$ cat config.mk
export PLATFORM = sky130hd
export DESIGN_NAME = deq_ctrl
export DESIGN_NICKNAME = d
export VERILOG_FILES = /design/src/hdl/deq_pkg.sv /design/src/hdl/deq_ctrl.sv
export SDC_FILE = /design/constraint.sdc
export NUM_CORES = 1
export LEC_CHECK = 0
export ABC_CLOCK_PERIOD_IN_PS = 3700
export BUFFER_PORTS_ARGS = -buffer_cell sky130_fd_sc_hd__buf_2
export CORE_UTILIZATION = 50
export DETAILED_ROUTE_END_ITERATION = 12
export MAX_ROUTING_LAYER = met4
export PLACE_DENSITY_LB_ADDON = 0.08
export SLEW_MARGIN = 15
export SYNTH_ARGS = -nofsm -noshare
export SYNTH_HDL_FRONTEND = slang
export SYNTH_SLANG_ARGS = --single-unit
$ cat constraint.sdc
create_clock -name clk -period 3.7 [get_ports clk]
set_input_delay 0.37 -clock clk [delete_from_list [all_inputs] [get_ports clk]]
set_output_delay 0.37 -clock clk [all_outputs]
set_load 0.005 [all_outputs]
$ cat src/hdl/deq_pkg.sv
`timescale 1ns / 1ps

package deq_pkg;

  localparam int unsigned KIND_W   = 3;
  localparam int unsigned WORD_W   = 64;
  localparam int unsigned STATUS_W = 2;
  localparam int unsigned FILL_W   = 11;

  typedef enum logic [KIND_W-1:0] {
    KIND_PUSH_FRONT = 3'd0,
    KIND_PUSH_BACK  = 3'd1,
    KIND_POP_FRONT  = 3'd2,
    KIND_POP_BACK   = 3'd3,
    KIND_PEEK_FRONT = 3'd4,
    KIND_PEEK_BACK  = 3'd5,
    KIND_CLEAR      = 3'd6
  } kind_t;

  typedef enum logic [STATUS_W-1:0] {
    ST_OK    = 2'd0,
    ST_VALUE = 2'd1,
    ST_EMPTY = 2'd2,
    ST_FULL  = 2'd3
  } status_t;

  // what a request leaves for the response stage besides the read data
  typedef struct packed {
    status_t             status;
    logic [FILL_W-1:0]   fill_count;
  } rsp_info_t;

endpackage

$ cat src/hdl/deq_ctrl.sv
`timescale 1ns / 1ps

module deq_ctrl #(
  parameter int unsigned DEPTH = 1024
) (
  input  logic                                clk,
  input  logic                                rst_n,
  input  logic                                req_fire,
  input  logic [deq_pkg::KIND_W-1:0]          kind,
  input  logic [deq_pkg::WORD_W-1:0]          push_value,
  output logic                                mem_we,
  output logic                                mem_re,
  output logic [$clog2(DEPTH)-1:0]            mem_addr,
  output logic [deq_pkg::WORD_W-1:0]          mem_wdata,
  output deq_pkg::rsp_info_t                  info
);

  localparam int unsigned AW = $clog2(DEPTH);
  localparam int unsigned CW = $clog2(DEPTH + 1);
  localparam int unsigned SW = AW + 1;
  localparam int unsigned FILL_PAD = deq_pkg::FILL_W - 1;

  logic [AW-1:0]        head_r, head_nxt;
  logic [CW-1:0]        cnt_r, cnt_nxt;
  logic                 is_empty, is_full;
  logic [AW-1:0]        head_dec, head_inc;
  logic [SW-1:0]        tail_sum, last_sum;
  logic [AW-1:0]        tail_pos, last_pos;
  logic [CW+FILL_PAD:0] fill_ext;
  deq_pkg::status_t     status;

  assign is_empty = (cnt_r == '0);
  assign is_full  = (cnt_r == CW'(DEPTH));

  // ring neighbors of the head
  assign head_dec = (head_r == '0) ? AW'(DEPTH - 1) : head_r - AW'(1);
  assign head_inc = (head_r == AW'(DEPTH - 1)) ? '0 : head_r + AW'(1);

  // free slot after the back and the back element itself
  assign tail_sum = SW'(head_r) + SW'(cnt_r);
  assign last_sum = SW'(head_r) + SW'(cnt_r) - SW'(1);
  assign tail_pos = (tail_sum >= SW'(DEPTH)) ? AW'(tail_sum - SW'(DEPTH)) : AW'(tail_sum);
  assign last_pos = (last_sum >= SW'(DEPTH)) ? AW'(last_sum - SW'(DEPTH)) : AW'(last_sum);

  always_comb begin
    head_nxt  = head_r;
    cnt_nxt   = cnt_r;
    mem_we    = 1'b0;
    mem_re    = 1'b0;
    mem_addr  = head_r;
    mem_wdata = push_value;
    status    = deq_pkg::ST_OK;
    unique case (deq_pkg::kind_t'(kind))
      deq_pkg::KIND_PUSH_FRONT: begin
        if (is_full) begin
          status = deq_pkg::ST_FULL;
        end else begin
          head_nxt = head_dec;
          cnt_nxt  = cnt_r + CW'(1);
          mem_we   = req_fire;
          mem_addr = head_dec;
        end
      end
      deq_pkg::KIND_PUSH_BACK: begin
        if (is_full) begin
          status = deq_pkg::ST_FULL;
        end else begin
          cnt_nxt  = cnt_r + CW'(1);
          mem_we   = req_fire;
          mem_addr = tail_pos;
        end
      end
      deq_pkg::KIND_POP_FRONT, deq_pkg::KIND_PEEK_FRONT: begin
        if (is_empty) begin
          status = deq_pkg::ST_EMPTY;
        end else begin
          status   = deq_pkg::ST_VALUE;
          mem_re   = req_fire;
          mem_addr = head_r;
          if (kind == deq_pkg::KIND_POP_FRONT) begin
            head_nxt = head_inc;
            cnt_nxt  = cnt_r - CW'(1);
          end
        end
      end
      deq_pkg::KIND_POP_BACK, deq_pkg::KIND_PEEK_BACK: begin
        if (is_empty) begin
          status = deq_pkg::ST_EMPTY;
        end else begin
          status   = deq_pkg::ST_VALUE;
          mem_re   = req_fire;
          mem_addr = last_pos;
          if (kind == deq_pkg::KIND_POP_BACK) begin
            cnt_nxt = cnt_r - CW'(1);
          end
        end
      end
      deq_pkg::KIND_CLEAR: begin
        head_nxt = '0;
        cnt_nxt  = '0;
      end
      default: begin
        // unused code leaves everything alone
      end
    endcase
  end

  // count after the request, low bits only
  assign fill_ext        = {{deq_pkg::FILL_W{1'b0}}, cnt_nxt};
  assign info.status     = status;
  assign info.fill_count = fill_ext[deq_pkg::FILL_W-1:0];

  always_ff @(posedge clk) begin
    if (!rst_n) begin
      head_r <= '0;
      cnt_r  <= '0;
    end else if (req_fire) begin
      head_r <= head_nxt;
      cnt_r  <= cnt_nxt;
    end
  end

endmodule

==> results.cfg <==
[die]
die_h_um = 88.7
die_width_um = 88.7
placementRows = 31
fp.dieArea_sq_um = 7870
io_pins = 159
coreArea_sq_um = 7250
initial_core_util = 0.518

[drt]
routed_wl_um = 12400
wl_per_cell_um = 20.6
antenna_left = 0
vias_per_cell = 6.69
vias = 4033
dr.pass1.iters = 6
drt_iter0_drc = 511
drc = 0

[global_route]
grt_max_degree = 32
overflow = 0
first_global_vias = 3575
grtUsageTotal = 0.327
grt_pass1_wl_um = 19100
antenna_found_initial = 0

[logic_synthesis]
synth-edff-count = 0
yosys.area.top_type = buf_4
synth_top_area_share = 0.130
ys_seq_elements = 21
synth.avg_cell_area_sq_um = 6.92
syn_inst = 543
synthTopCellsByCount = buf_4, nor2_1, a21oi_1
synth_most_common_cell = buf_4
async_reset_ff_frac = 0
yosysSeqAreaShare = 0.112
synth_area_leaders = buf_4, dfxtp_1, nor2_1
synth_nets = 630
yosysWarnings = 0
netlist_area_sq_um = 3760
synth_ff_type = dfxtp_1
synth.distinct_cells = 76

[flow_run]
drv_cap = 0

[timing]
timing.final.crit_share = 0.976
setup_viol = 0
fmax_mhz = 277
tightest_slew_ps = 863
rsz0062_at_grt = yes
fin_skew_ps = 9.04
fin_setup_tns_ps = 0
relSlewSlack = 0.421
worst_slack_ps = 87.8
hold_viol = 0
drv_slew = 0
finalCriticalPeriod_ps = 3610

[clock_tree]
clk_pin_slew_ps = 110
clock-root-buffer = clkbuf_8
postCtsSetupRepairBufs = 0
clk-insertion-delay-late_ps = 290
cts_buffers = 3
clk_path_buf_depth = 2
cts_tree = done
cts.sink_count = 21
htreeDepth = 1

[final_layout]
nets = 592
num_antenna_cells = 0
n_fill_cell = 761
final_util = 0.501
design_area_sq_um = 3640
syn_to_final_growth_pct = -3.26
drive_gt1_frac = 0.159

[min_path]
min_path_type = in -> reg

[critical_path]
endpoint_kind = output port
cp.required_ps = 3330
cp-start-kind = register
crit_fanout = 11
arrival_ps = 3240
crit_type = reg -> out
cpMaxStageDelayCell = nor4_1
cpPeakStageDelay_ps = 510
worstPathCellList = ha_1 > fa_1 > a211o_1 > o21ai_2 > xnor2_2 > nor4_1 > nand3b_1 > xnor2_1 > o211ai_1 > buf_2

[power_and_ir_drop]
p_leak_uw = 0.00147
power_density_nw_per_um2 = 319
ir_worst_vdd_mv = 0.161

[placed_design]
io_buffers = 30
dp_slack_ps = 483
gp_congestion = 1.01
placed_cell_area_sq_um = 3580
hpwl_um = 9360

[outcome]
outcome = complete, no violations
[routing by layer]
layer,GRT usage,part of all wire,routed length [um]
met5,-,0,0
met2,0.463,0.42,5270
met1,0.457,0.44,5460
met4,0.129,0.031,390
met3,0.0522,0.11,1330
[placed cells by master, fill, tap and decap left out, types with 9 or more instances in the layout]
cell type and instances:
and3_1 9, ha_1 16, nand2_1 36, a211oi_1 10, buf_4 23, inv_1 16, nor2_1 60, a21oi_1 37
buf_2 30, nand3_1 26, dfxtp_1 21, nor3_1 22, o21ai_0 36
[where the power goes]
| part | total, uW | switching, uW | internal (uW) |
|---|---|---|---|
| clock | 182 | 105 | 76.9 |
| combinational | 700 | 422 | 278 |
| sequential | 278 | 36.4 | 242 |
| total | 1160 | 563 | 597 |
[stage by stage]
step	instances	hold slack [ps]	total power [uW]
after floorplan	543	491	810
after global placement	599	615	961
after detailed placement	599	621	961
after CTS	603	392	1150
after global routing	603	405	1240
final	603	398	1160
[layout make-up]
class	count	area, sq um	share of cell area
inverter	16	60.1	0.0165
sequential	21	420	0.116
timing repair buffer	53	323	0.0888
tap	99	124	0.0341
clock inverter	1	7.51	0.00206
multi-input combinational	410	2660	0.732
clock buffer	3	41.3	0.0114
[repair_timing]
item | CTS | global route
endpoints found under the setup margin | 0 | 2
gates resized for setup | 0 | 1
hold buffers | 0 | 0
[worst max-delay path, delay by kind of cell, from the launching register on]
kind	cells	cell delay (ps)
adder cells (fa/ha/maj)	2	780
AND/OR/NAND/NOR	2	670
AO/OA/AOI/OAI	3	610
flip-flops	1	440
XOR/XNOR	2	290
buffers and inverters	1	160
[worst paths after layout]
check | from | to | slack (ps) | cells past startpoint
setup / recovery | head_r[0] | mem_addr[8] | 90 | 10
setup reg to reg | cnt_r[0] | cnt_r[9] | 870 | 9
hold reg to reg | cnt_r[6] | cnt_r[6] | 660 | 2
hold / removal | rst_n | cnt_r[10] | 400 | 2
[flip-flops by register name, summed over array words and instances, names as in the netlist]
signal,count
cnt_r,11
head_r,10
[cells by family (layout without fill, tap and decap cells)]
| logic type | Yosys count | count (layout) | share of synthesized area |
|---|---|---|---|
| AOI/OAI and AO/OA | 163 | 163 | 0.295 |
| xor gates and xnor gates | 16 | 16 | 0.0413 |
| adders and majority gates | 17 | 17 | 0.0586 |
| buffers and inverters | 112 | 73 | 0.182 |
| DFF | 21 | 21 | 0.112 |
| muxes | 6 | 6 | 0.0163 |
| and+or+nand+nor | 208 | 208 | 0.295 |
(Power assumes the default switching activity.)
